$ cat config.mk
export PLATFORM = sky130hd
export DESIGN_NAME = morse_character_keyer
export DESIGN_NICKNAME = d
export VERILOG_FILES = /design/src/hdl/mck_pkg.sv /design/src/hdl/mck_datapath.sv /design/src/hdl/mck_ctrl.sv /design/src/hdl/morse_character_keyer.sv
export VERILOG_INCLUDE_DIRS = /design/src /design/src/hdl
export SDC_FILE = /design/constraint.sdc
export NUM_CORES = 1
export LEC_CHECK = 0
export BUFFER_PORTS_ARGS = -buffer_cell sky130_fd_sc_hd__buf_2
export CORE_MARGIN = 10
export CORE_UTILIZATION = 55
export DETAILED_ROUTE_END_ITERATION = 10
export HOLD_SLACK_MARGIN = 0.03
export PLACE_DENSITY = 0.75
export SLEW_MARGIN = 20
export SYNTH_ARGS = -nofsm -noshare
export SYNTH_HDL_FRONTEND = slang
export SYNTH_HIERARCHICAL = 1
export SYNTH_SLANG_ARGS = --single-unit
export TNS_END_PERCENT = 30
$ cat constraint.sdc
create_clock -name clk -period 5 [get_ports clk]
set_clock_uncertainty 0.15 [all_clocks]
set_input_delay 1 -clock clk [delete_from_list [all_inputs] [get_ports clk]]
set_output_delay 1 -clock clk [all_outputs]
set_load 0.05 [all_outputs]
$ cat src/hdl/morse_character_keyer_assert.svh
// assertion macros for the morse character keyer
// clocked on the rising edge, disabled while synchronous reset is low
`ifndef MORSE_CHARACTER_KEYER_ASSERT_SVH
`define MORSE_CHARACTER_KEYER_ASSERT_SVH

// same-cycle implication
`define MCK_ASSERT_IMP(label, clk, rst_n, ante, cons, msg) \
  label: assert property (@(posedge clk) disable iff (!rst_n) (ante) |-> (cons)) \
    else $error(msg);

// next-cycle implication
`define MCK_ASSERT_NXT(label, clk, rst_n, ante, cons, msg) \
  label: assert property (@(posedge clk) disable iff (!rst_n) (ante) |=> (cons)) \
    else $error(msg);

`endif

$ cat src/hdl/mck_pkg.sv
// shared types, constants and the letter code table for the morse keyer
// no dependencies
package mck_pkg;

  localparam int unsigned DotW  = 16;
  localparam int unsigned DashW = 4;
  localparam int unsigned DurW  = 20;

  localparam logic [DotW-1:0]  DOT_TICKS_RESET  = 16'd250;
  localparam logic [DashW-1:0] DASH_UNITS_RESET = 4'd4;

  // configuration register indexes
  localparam logic CFG_DOT_TICKS  = 1'b0;
  localparam logic CFG_DASH_UNITS = 1'b1;

  // symbol count and dash mask (bit i set = symbol i is a dash)
  typedef struct packed {
    logic [2:0] len;
    logic [3:0] dashes;
  } letter_t;

  typedef struct packed {
    logic       load;
    logic       emit;
    logic [2:0] elem_idx;
  } mck_cmd_t;

  typedef struct packed {
    logic       out_free;
    logic       has_elems;
    logic [2:0] last_idx;
  } mck_sts_t;

  function automatic letter_t letter_code(input logic [4:0] idx);
    letter_t l;
    unique case (idx)
      5'd0:    l = '{len: 3'd2, dashes: 4'b0010};
      5'd1:    l = '{len: 3'd4, dashes: 4'b0001};
      5'd2:    l = '{len: 3'd4, dashes: 4'b0101};
      5'd3:    l = '{len: 3'd3, dashes: 4'b0001};
      5'd4:    l = '{len: 3'd1, dashes: 4'b0000};
      5'd5:    l = '{len: 3'd4, dashes: 4'b0100};
      5'd6:    l = '{len: 3'd3, dashes: 4'b0011};
      5'd7:    l = '{len: 3'd4, dashes: 4'b0000};
      5'd8:    l = '{len: 3'd2, dashes: 4'b0000};
      5'd9:    l = '{len: 3'd4, dashes: 4'b1110};
      5'd10:   l = '{len: 3'd3, dashes: 4'b0101};
      5'd11:   l = '{len: 3'd4, dashes: 4'b0010};
      5'd12:   l = '{len: 3'd2, dashes: 4'b0011};
      5'd13:   l = '{len: 3'd2, dashes: 4'b0001};
      5'd14:   l = '{len: 3'd3, dashes: 4'b0111};
      5'd15:   l = '{len: 3'd4, dashes: 4'b0110};
      5'd16:   l = '{len: 3'd4, dashes: 4'b1011};
      5'd17:   l = '{len: 3'd3, dashes: 4'b0010};
      5'd18:   l = '{len: 3'd3, dashes: 4'b0000};
      5'd19:   l = '{len: 3'd1, dashes: 4'b0001};
      5'd20:   l = '{len: 3'd3, dashes: 4'b0100};
      5'd21:   l = '{len: 3'd4, dashes: 4'b1000};
      5'd22:   l = '{len: 3'd3, dashes: 4'b0110};
      5'd23:   l = '{len: 3'd4, dashes: 4'b1001};
      5'd24:   l = '{len: 3'd4, dashes: 4'b1101};
      5'd25:   l = '{len: 3'd4, dashes: 4'b0011};
      default: l = '{len: 3'd0, dashes: 4'b0000};
    endcase
    return l;
  endfunction

endpackage

$ cat src/hdl/mck_datapath.sv
// datapath: config registers, character decode, element timing, output register
// depends on mck_pkg
module mck_datapath (
  input  logic                      clk,
  input  logic                      rst_n,
  input  logic                      cfg_we,
  input  logic                      cfg_index,
  input  logic [mck_pkg::DotW-1:0]  cfg_wdata,
  input  logic [7:0]                in_char_code,
  input  mck_pkg::mck_cmd_t         cmd,
  output mck_pkg::mck_sts_t         sts,
  output logic                      out_valid,
  input  logic                      out_ready,
  output logic                      out_line_level,
  output logic [mck_pkg::DurW-1:0]  out_duration_ticks,
  output logic                      out_last_element
);

  localparam logic [1:0] KIND_NONE   = 2'd0;
  localparam logic [1:0] KIND_SPACE  = 2'd1;
  localparam logic [1:0] KIND_LETTER = 2'd2;

  logic [mck_pkg::DotW-1:0]  dot_ticks_r;
  logic [mck_pkg::DashW-1:0] dash_units_r;
  logic [1:0]                kind_r, kind_nxt;
  mck_pkg::letter_t          letter_r;
  logic                      out_valid_r, out_valid_nxt;
  logic                      level_r, level_nxt;
  logic [mck_pkg::DurW-1:0]  dur_r, dur_nxt;
  logic                      last_r, last_nxt;

  logic                      is_upper, is_lower;
  logic [1:0]                sym;
  logic                      on_phase;
  logic [mck_pkg::DurW-1:0]  dot_dur, dash_dur, space_dur;

  // configuration
  always_ff @(posedge clk) begin
    if (!rst_n) begin
      dot_ticks_r  <= mck_pkg::DOT_TICKS_RESET;
      dash_units_r <= mck_pkg::DASH_UNITS_RESET;
    end else if (cfg_we) begin
      unique case (cfg_index)
        mck_pkg::CFG_DOT_TICKS:  dot_ticks_r  <= cfg_wdata;
        mck_pkg::CFG_DASH_UNITS: dash_units_r <= cfg_wdata[mck_pkg::DashW-1:0];
        default:                 dot_ticks_r  <= dot_ticks_r;
      endcase
    end
  end

  // character decode at load
  assign is_upper = (in_char_code >= 8'h41) && (in_char_code <= 8'h5A);
  assign is_lower = (in_char_code >= 8'h61) && (in_char_code <= 8'h7A);

  always_comb begin
    priority if (in_char_code == 8'h20) kind_nxt = KIND_SPACE;
    else if (is_upper || is_lower)      kind_nxt = KIND_LETTER;
    else                                kind_nxt = KIND_NONE;
  end

  always_ff @(posedge clk) begin
    if (!rst_n) begin
      kind_r <= KIND_NONE;
    end else if (cmd.load) begin
      kind_r <= kind_nxt;
    end
  end

  // both cases share the low five bits: 'A' and 'a' map to 1
  always_ff @(posedge clk) begin
    if (cmd.load) begin
      letter_r <= mck_pkg::letter_code(in_char_code[4:0] - 5'd1);
    end
  end

  always_comb begin
    sts.has_elems = (kind_r != KIND_NONE);
    sts.last_idx  = (kind_r == KIND_LETTER) ? {letter_r.len[1:0], 1'b1} - 3'd2 : 3'd0;
    sts.out_free  = !out_valid_r || out_ready;
  end

  // element timing
  assign sym       = cmd.elem_idx[2:1];
  assign on_phase  = !cmd.elem_idx[0];
  assign dot_dur   = mck_pkg::DurW'(dot_ticks_r);
  assign dash_dur  = dot_dur * mck_pkg::DurW'(dash_units_r);
  assign space_dur = dot_dur + {dot_dur[mck_pkg::DurW-2:0], 1'b0};

  always_comb begin
    out_valid_nxt = out_valid_r && !out_ready;
    level_nxt     = level_r;
    dur_nxt       = dur_r;
    last_nxt      = last_r;
    if (cmd.emit) begin
      out_valid_nxt = 1'b1;
      if (kind_r == KIND_SPACE) begin
        level_nxt = 1'b0;
        dur_nxt   = space_dur;
        last_nxt  = 1'b1;
      end else begin
        level_nxt = on_phase;
        dur_nxt   = (on_phase && letter_r.dashes[sym]) ? dash_dur : dot_dur;
        last_nxt  = !on_phase && ({1'b0, sym} == letter_r.len - 3'd1);
      end
    end
  end

  always_ff @(posedge clk) begin
    if (!rst_n) begin
      out_valid_r <= 1'b0;
    end else begin
      out_valid_r <= out_valid_nxt;
    end
  end

  always_ff @(posedge clk) begin
    level_r <= level_nxt;
    dur_r   <= dur_nxt;
    last_r  <= last_nxt;
  end

  assign out_valid          = out_valid_r;
  assign out_line_level     = level_r;
  assign out_duration_ticks = dur_r;
  assign out_last_element   = last_r;

endmodule

$ cat src/hdl/mck_ctrl.sv
// controller: accepts a character and steps through its elements
// depends on mck_pkg and morse_character_keyer_assert.svh
`include "morse_character_keyer_assert.svh"

module mck_ctrl (
  input  logic              clk,
  input  logic              rst_n,
  input  logic              in_valid,
  output logic              in_ready,
  output mck_pkg::mck_cmd_t cmd,
  input  mck_pkg::mck_sts_t sts
);

  localparam logic S_IDLE = 1'b0;
  localparam logic S_EMIT = 1'b1;

  logic       state_r, state_nxt;
  logic [2:0] idx_r, idx_nxt;

  always_comb begin
    state_nxt    = state_r;
    idx_nxt      = idx_r;
    cmd.load     = 1'b0;
    cmd.emit     = 1'b0;
    cmd.elem_idx = idx_r;
    unique case (state_r)
      S_IDLE: begin
        if (in_valid) begin
          cmd.load  = 1'b1;
          idx_nxt   = 3'd0;
          state_nxt = S_EMIT;
        end
      end
      S_EMIT: begin
        priority if (!sts.has_elems) begin
          state_nxt = S_IDLE;
        end else if (sts.out_free) begin
          cmd.emit = 1'b1;
          if (idx_r == sts.last_idx) begin
            idx_nxt   = 3'd0;
            state_nxt = S_IDLE;
          end else begin
            idx_nxt = idx_r + 3'd1;
          end
        end
      end
      default: state_nxt = S_IDLE;
    endcase
  end

  always_ff @(posedge clk) begin
    if (!rst_n) begin
      state_r <= S_IDLE;
      idx_r   <= 3'd0;
    end else begin
      state_r <= state_nxt;
      idx_r   <= idx_nxt;
    end
  end

  assign in_ready = (state_r == S_IDLE);

  // an element goes into the output register only when it has room
  `MCK_ASSERT_IMP(a_emit_room, clk, rst_n, cmd.emit, sts.out_free, "emit with output full")
  // an accepted character blocks the input until the controller is back in idle
  `MCK_ASSERT_NXT(a_busy_after_load, clk, rst_n, in_valid && in_ready, !in_ready,
                  "input open right after accept")
  // the final element ends the character
  `MCK_ASSERT_NXT(a_done_after_last, clk, rst_n, cmd.emit && (idx_r == sts.last_idx),
                  state_r == S_IDLE, "no return to idle after last element")

endmodule

$ cat src/hdl/morse_character_keyer.sv
// a load registers kind_r and letter_r, then each emit registers an output element
// throughput: one element per cycle while out_ready holds; a space gives one element,
// a letter up to eight and an ignored code none
// the controller emits one element a cycle into a single output register when free
// reset: dot_ticks to 250, dash_units to 4, output register empty, input ready
// top level: joins mck_ctrl and mck_datapath, depends on mck_pkg
module morse_character_keyer (
  input  logic                      clk,
  input  logic                      rst_n,
  input  logic                      cfg_we,
  input  logic                      cfg_index,
  input  logic [mck_pkg::DotW-1:0]  cfg_wdata,
  input  logic                      in_valid,
  output logic                      in_ready,
  input  logic [7:0]                in_char_code,
  output logic                      out_valid,
  input  logic                      out_ready,
  output logic                      out_line_level,
  output logic [mck_pkg::DurW-1:0]  out_duration_ticks,
  output logic                      out_last_element
);

  mck_pkg::mck_cmd_t cmd;
  mck_pkg::mck_sts_t sts;

  mck_ctrl u_ctrl (
    .clk      (clk),
    .rst_n    (rst_n),
    .in_valid (in_valid),
    .in_ready (in_ready),
    .cmd      (cmd),
    .sts      (sts)
  );

  mck_datapath u_datapath (
    .clk                (clk),
    .rst_n              (rst_n),
    .cfg_we             (cfg_we),
    .cfg_index          (cfg_index),
    .cfg_wdata          (cfg_wdata),
    .in_char_code       (in_char_code),
    .cmd                (cmd),
    .sts                (sts),
    .out_valid          (out_valid),
    .out_ready          (out_ready),
    .out_line_level     (out_line_level),
    .out_duration_ticks (out_duration_ticks),
    .out_last_element   (out_last_element)
  );

endmodule

==> results of run 1 <==
==> layout by cell type (no fill, tap or decap), types with 7 or more instances in the layout <==
cell type	count
xnor2_1	14
ha_1	50
fa_1	29
o211ai_1	7
inv_1	72
a211oi_1	10
a21oi_1	46
a21boi_0	16
and2_1	43
nand3_1	16
nand2_1	94
o21ai_0	20
a31oi_1	11
a21o_1	11
nor3_1	8
dfxtp_1	27
nand2b_1	9
buf_2	53
edfxtp_1	29
nor2_1	30
xor2_1	20
==> final cells by class <==
type | count | area (µm²) | share of cell area [%]
Clock buffer | 6 | 93.8 | 1.56
Clock inverter | 2 | 17.5 | 0.292
Tap cell | 133 | 166 | 2.77
Sequential cell | 56 | 1410 | 23.5
Timing Repair Buffer | 53 | 265 | 4.42
Inverter | 72 | 270 | 4.50
Multi-Input combinational cell | 511 | 3780 | 63.0
==> flip-flops by register name, summed over array words and instances, names as in the netlist <==
name,count
u_ctrl/state_r,1
u_datapath/out_line_level,1
u_datapath/letter_r,7
u_datapath/out_last_element,1
u_datapath/dash_units_r,4
u_datapath/out_duration_ticks,20
u_datapath/kind_r,2
u_datapath/dot_ticks_r,16
u_datapath/out_valid,1
u_ctrl/idx_r,3
==> worst paths after layout <==
path / to / cells after the start
setup / recovery: u_datapath/out_duration_ticks[14]$_DFFE_PP_ / 12
setup reg to reg: u_datapath/out_duration_ticks[14]$_DFFE_PP_ / 12
hold reg to reg: u_datapath/kind_r[0]$_SDFFE_PN0P_ / 2
hold / removal: u_datapath/kind_r[0]$_SDFFE_PN0P_ / 2
==> worst max-delay path, stage by stage (launching register included) <==
cell,delay [ps]
dfxtp_1,630
nand2_1,170
fa_1,560
inv_1,60
fa_1,530
fa_1,480
a21o_1,240
a31oi_1,170
o21ai_1,120
o22a_2,250
a311oi_1,280
a41o_1,150
a221oi_2,60
==> per-stage QoR <==
stage / setup slack (ps) / cells
global placement: 1020 / 825
floorplan: 1200 / 665
finish: 870 / 833
CTS: 872 / 833
detailed placement: 861 / 825
global route: 626 / 833
==> layer usage <==
layer | track usage [%] | vias to the layer above | routed length, µm
li1 | - | 2344 | -
met1 | 24.1 | 2161 | 5990
met2 | 26.6 | 163 | 5340
met3 | 3.68 | 12 | 876
met4 | 4.68 | 0 | 150
met5 | 0 | - | 0
==> power groups by stage <==
stage	registers (W)	clock network, W	logic [W]
after floorplan	0.000531	0	0.000303
after global placement	0.000542	0	0.000360
after detailed placement	0.000543	0	0.000371
after CTS	0.000532	0.000297	0.000374
after global routing	0.000536	0.000314	0.000432
final	0.000533	0.000287	0.000378
==> cell families (layout without fill, tap and decap cells) <==
| group | count (synthesis) | in the layout |
|---|---|---|
| flops | 56 | 56 |
| buf+inv | 98 | 133 |
| simple gates | 223 | 223 |
| xor+xnor | 34 | 34 |
| mux | 7 | 7 |
| compound gates | 167 | 167 |
| fa+ha+maj | 80 | 80 |
==> flow_summary.ini, run 1 <==
[layout]
syn_to_final_growth_pct = 7.55
post-route-util_pct = 61.2
drive_gt1_share_pct = 11.6
final_net_count = 808
nFillCells = 877
antennaDiodeCount = 0
final_area_um2 = 6010

[floorplanning]
rows = 36
ios = 54
dieHeight_um = 121
die_x_um = 121
core_um2 = 9820
initial_core_util_pct = 56.9
dieArea_um2 = 14600

[worst_setup_path]
reg2reg_from = u_datapath/dash_units_r[3]$_SDFFE_PN0P_
reg2reg_slack_ps = 870
required_ps = 4900
cp.arrival_ps = 4030
criticalPathCategory = register to register
cp_max_fo = 17
startpoint_type = register
end_kind = register
cp-startpoint = u_datapath/dash_units_r[3]$_SDFFE_PN0P_

[sta]
fmax_mhz = 242
max-slew-margin-rel_pct = 29.4
final.setup.tns_ps = 0
slew_violations = 0
tightest_slew_ps = 1050
rsz0062_at_grt = false
hold_ws_ps = 382
post-route-period-util_pct = 82.6
hold_viol_final = 0
min_period_ps = 4130
finalSetupViolCount = 0

[synth]
yosysMostFrequentCell = nand2_1
yosysTopAreaCellShare_pct = 15.6
synth_area_leader_cell = edfxtp_1
synth_fa_ha_area_share_pct = 21.8
syn_area_um2 = 5580
ys_types = 66
synthXorXnorAreaFrac_pct = 5.33
netlist_top_cells_count = 94 x nand2_1, 72 x inv_1, 50 x ha_1, 46 x a21oi_1, 43 x and2_1
syn_area_per_cell_um2 = 8.40
ys_ff_latch = 56
synth_top_family_by_area = adder cells
synth-edff-count = 29
ys.flop_type = edfxtp_1
yosysWarnings = 6
synthSimpleGateAreaFrac_pct = 19.1
synth.area.top_cells = edfxtp_1 16%, ha_1 11%, fa_1 10%
muxShareOfSynthArea_pct = 1.37
synth.yosys.seq_area_share_pct = 25.3
ys_async_sr_fraction_pct = 0
synth_nets = 774
synth_compound_area_share_pct = 20.1
synth_cells = 665

[route]
first_pass_iters = 5
vias_per_cell = 5.62
routedWlPerCell_um = 14.8
drc_errors = 0
via_count = 4680
wl_um = 12400
drtIter0Drc = 261
drtAntennaViolNets = 0

[clock_network]
cts_hold_buf = 0
htree_levels = 2
clk_latency_ps = 330
cts_tree = yes
clockBufferDepth = 2
cts_setup_buffers = 0
cts_root_buffer = clkbuf_8
cts_buffers = 5
clkSlewWorstSetupHoldPaths_ps = 110
cts_resized = 0
cts.sinks = 56

[placement]
dpl_cell_area_um2 = 5890
portBuffers = 53
dpl.hpwl_um = 9770
globalplace.congestion = 0.884

[min_path]
worstHoldPathType = register to register
min_from = u_datapath/kind_r[0]$_SDFFE_PN0P_

[flow_run]
cap_viol_max_count = 0

[pwr]
p_int_w = 0.000790
netSwitchingFraction_pct = 34.1
p_seq_share_pct = 44.5
p_per_area_nw_per_um2 = 200
ir_drop_uv = 136
p_leak_nw = 2.78
p_switching_w = 0.000408
comb_power_share_pct = 31.6
finalPower_w = 0.00120
clkPwrFrac_pct = 24.0

[global_routing]
grt.overflow.total = 0
grt_max_degree = 30
grt_pass1_wl_um = 21500
grtUsageTotal_pct = 17.4
first_global_vias = 4559
antenna_found_initial = 0

[status]
status = completed
No activity file was read; power rests on OpenSTA's default activity.
==> run 2, diff against run 1 <==
--- a/config.mk
+++ b/config.mk
@@ -11,7 +11,7 @@
 export CORE_UTILIZATION = 55
 export DETAILED_ROUTE_END_ITERATION = 10
 export HOLD_SLACK_MARGIN = 0.03
-export PLACE_DENSITY = 0.75
+export PLACE_DENSITY = 0.78
 export SLEW_MARGIN = 20
 export SYNTH_ARGS = -nofsm -noshare
 export SYNTH_HDL_FRONTEND = slang
==> constraint.sdc (replaced) <==
create_clock -name clk -period 3.4 [get_ports clk]
set_clock_uncertainty 0.15 [all_clocks]
set_input_delay 0.68 -clock clk [delete_from_list [all_inputs] [get_ports clk]]
set_output_delay 0.68 -clock clk [all_outputs]
set_load 0.05 [all_outputs]
==> flow_summary.ini, run 2 (synthesis gave the netlist of run 1 again) <==
[clock_network]
cts_hold_buf = 0
clk_latency_ps = 320
htree_levels = 2
cts.sinks = 56
clkSlewWorstSetupHoldPaths_ps = 110
cts_buffers = 5
cts_tree = yes
clockBufferDepth = 2
cts_root_buffer = clkbuf_8

[worst_setup_path]
criticalPathCategory = register to register
cp_max_fo = 8
cp.arrival_ps = 3650
startpoint_type = register
required_ps = 3410
end_kind = register

[sta]
final.setup.tns_ps = -1600
post-route-period-util_pct = 107
slew_violations = 0
max-slew-margin-rel_pct = 32.1
tightest_slew_ps = 1020
hold_viol_final = 0
rsz0062_at_grt = true
fmax_mhz = 275
hold_ws_ps = 352
finalSetupViolCount = 11
min_period_ps = 3630
fin_ws_ps = -235

[route]
wl_um = 14200
drc_errors = 0
drtAntennaViolNets = 0
first_pass_iters = 6
routedWlPerCell_um = 15.7
via_count = 5106
drtIter0Drc = 317
vias_per_cell = 5.67

[layout]
drive_gt1_share_pct = 25.6
final_net_count = 875
syn_to_final_growth_pct = 22.1
mostFrequentLayoutCells = 92 x nand2_1, 68 x inv_1, 64 x buf_4, 53 x buf_2, 42 x a21oi_1
nFillCells = 755
antennaDiodeCount = 0
largest_reg_flops = 20
final_common_cell = nand2_1
post-route-util_pct = 69.4

[pwr]
p_seq_share_pct = 38.0
p_int_w = 0.00133
p_switching_w = 0.000680
netSwitchingFraction_pct = 33.9
p_leak_nw = 3.18
comb_power_share_pct = 38.9
clkPwrFrac_pct = 23.1
p_per_area_nw_per_um2 = 295
ir_drop_uv = 160

[global_routing]
antenna_found_initial = 0
grt_pass1_wl_um = 24000
grtUsageTotal_pct = 19.4
grt.overflow.total = 0
first_global_vias = 5127
grt_max_degree = 30

[placement]
dpl.hpwl_um = 10700
globalplace.congestion = 0.907
place_ws_ps = -250
portBuffers = 53

[floorplanning]
dieArea_um2 = 14600
initial_core_util_pct = 56.9
core_um2 = 9820
ios = 54
die_x_um = 121
rows = 36
dieHeight_um = 121

[min_path]
worstHoldPathType = register to register

[status]
status = finished, violations left
violations = setup timing

[flow_run]
cap_viol_max_count = 0
[run 2: cell count changes in the layout (fill, tap and decap cells not counted), moves of 8 or more]
| cell | change |
|---|---|
| ha_1 | -11 |
| buf_4 | +64 |
| and2_4 | +8 |
| ha_4 | +8 |
| and2_1 | -8 |
[run 2: per-layer routing]
metal | vias to the layer above | share of wire [%] | track usage, %
met1 | 2382 | 45 | 25.5
met3 | 38 | 7.3 | 4.00
met5 | - | 0 | 0
met4 | 0 | 2.4 | 5.66
li1 | 2485 | - | -
met2 | 201 | 45 | 31.3
[run 2: power by group through the flow]
stage / clock network (W) / registers, W / logic [W]
final: 0.000463 / 0.000764 / 0.000781
after global routing: 0.000499 / 0.000768 / 0.000862
after CTS: 0.000468 / 0.000763 / 0.000738
after detailed placement: 0 / 0.000779 / 0.000688
after global placement: 0 / 0.000778 / 0.000661
after floorplan: 0 / 0.000783 / 0.000478
[run 2: worst max-delay path, cell delays in order, from the launching register on]
cell and delay [ps]:
dfxtp_4 380, buf_4 160, and2_4 140, fa_1 530, inv_1 50, fa_1 520, inv_1 60, ha_4 270
a21o_1 150, a21oi_2 70, o21bai_2 190, buf_4 140, buf_4 110, nor2_1 40, mux2_4 250, a221oi_2 270
[run 2: timing repair]
action / in CTS / in global routing
pin swaps: 23 / 14
setup buffers: 4 / 5
gates resized for setup: 22 / 15
endpoints found under the setup margin: 10 / 14
[run 2: path summary, 6_finish.rpt]
kind              slack [ps]                                    start                                           to  cells after the start
setup / recovery        -230  u_datapath/dash_units_r[3]$_SDFFE_PN0P_  u_datapath/out_duration_ticks[15]$_DFFE_PP_                     15
hold / removal           350  u_datapath/dot_ticks_r[15]$_SDFFE_PN0P_      u_datapath/dot_ticks_r[15]$_SDFFE_PN0P_                      2
setup reg to reg        -230  u_datapath/dash_units_r[3]$_SDFFE_PN0P_  u_datapath/out_duration_ticks[15]$_DFFE_PP_                     15
hold reg to reg          350  u_datapath/dot_ticks_r[15]$_SDFFE_PN0P_      u_datapath/dot_ticks_r[15]$_SDFFE_PN0P_                      2
[run 2: layout make-up]
class	instances	area, µm²	share of cell area [%]
clock buffers	8	123	1.80
well taps	133	166	2.44
multi-input cells	511	4050	59.4
flip-flops and latches	56	1420	20.9
repair buffers	120	788	11.6
inverters	72	270	3.96
[run 2: stage by stage]
stage / total power (W) / instances / instance area (µm²)
after floorplan: 0.00126 / 665 / 5740
after global placement: 0.00144 / 883 / 6460
after detailed placement: 0.00147 / 883 / 6460
after CTS: 0.00197 / 895 / 6730
after global routing: 0.00213 / 900 / 6820
final: 0.00201 / 900 / 6820
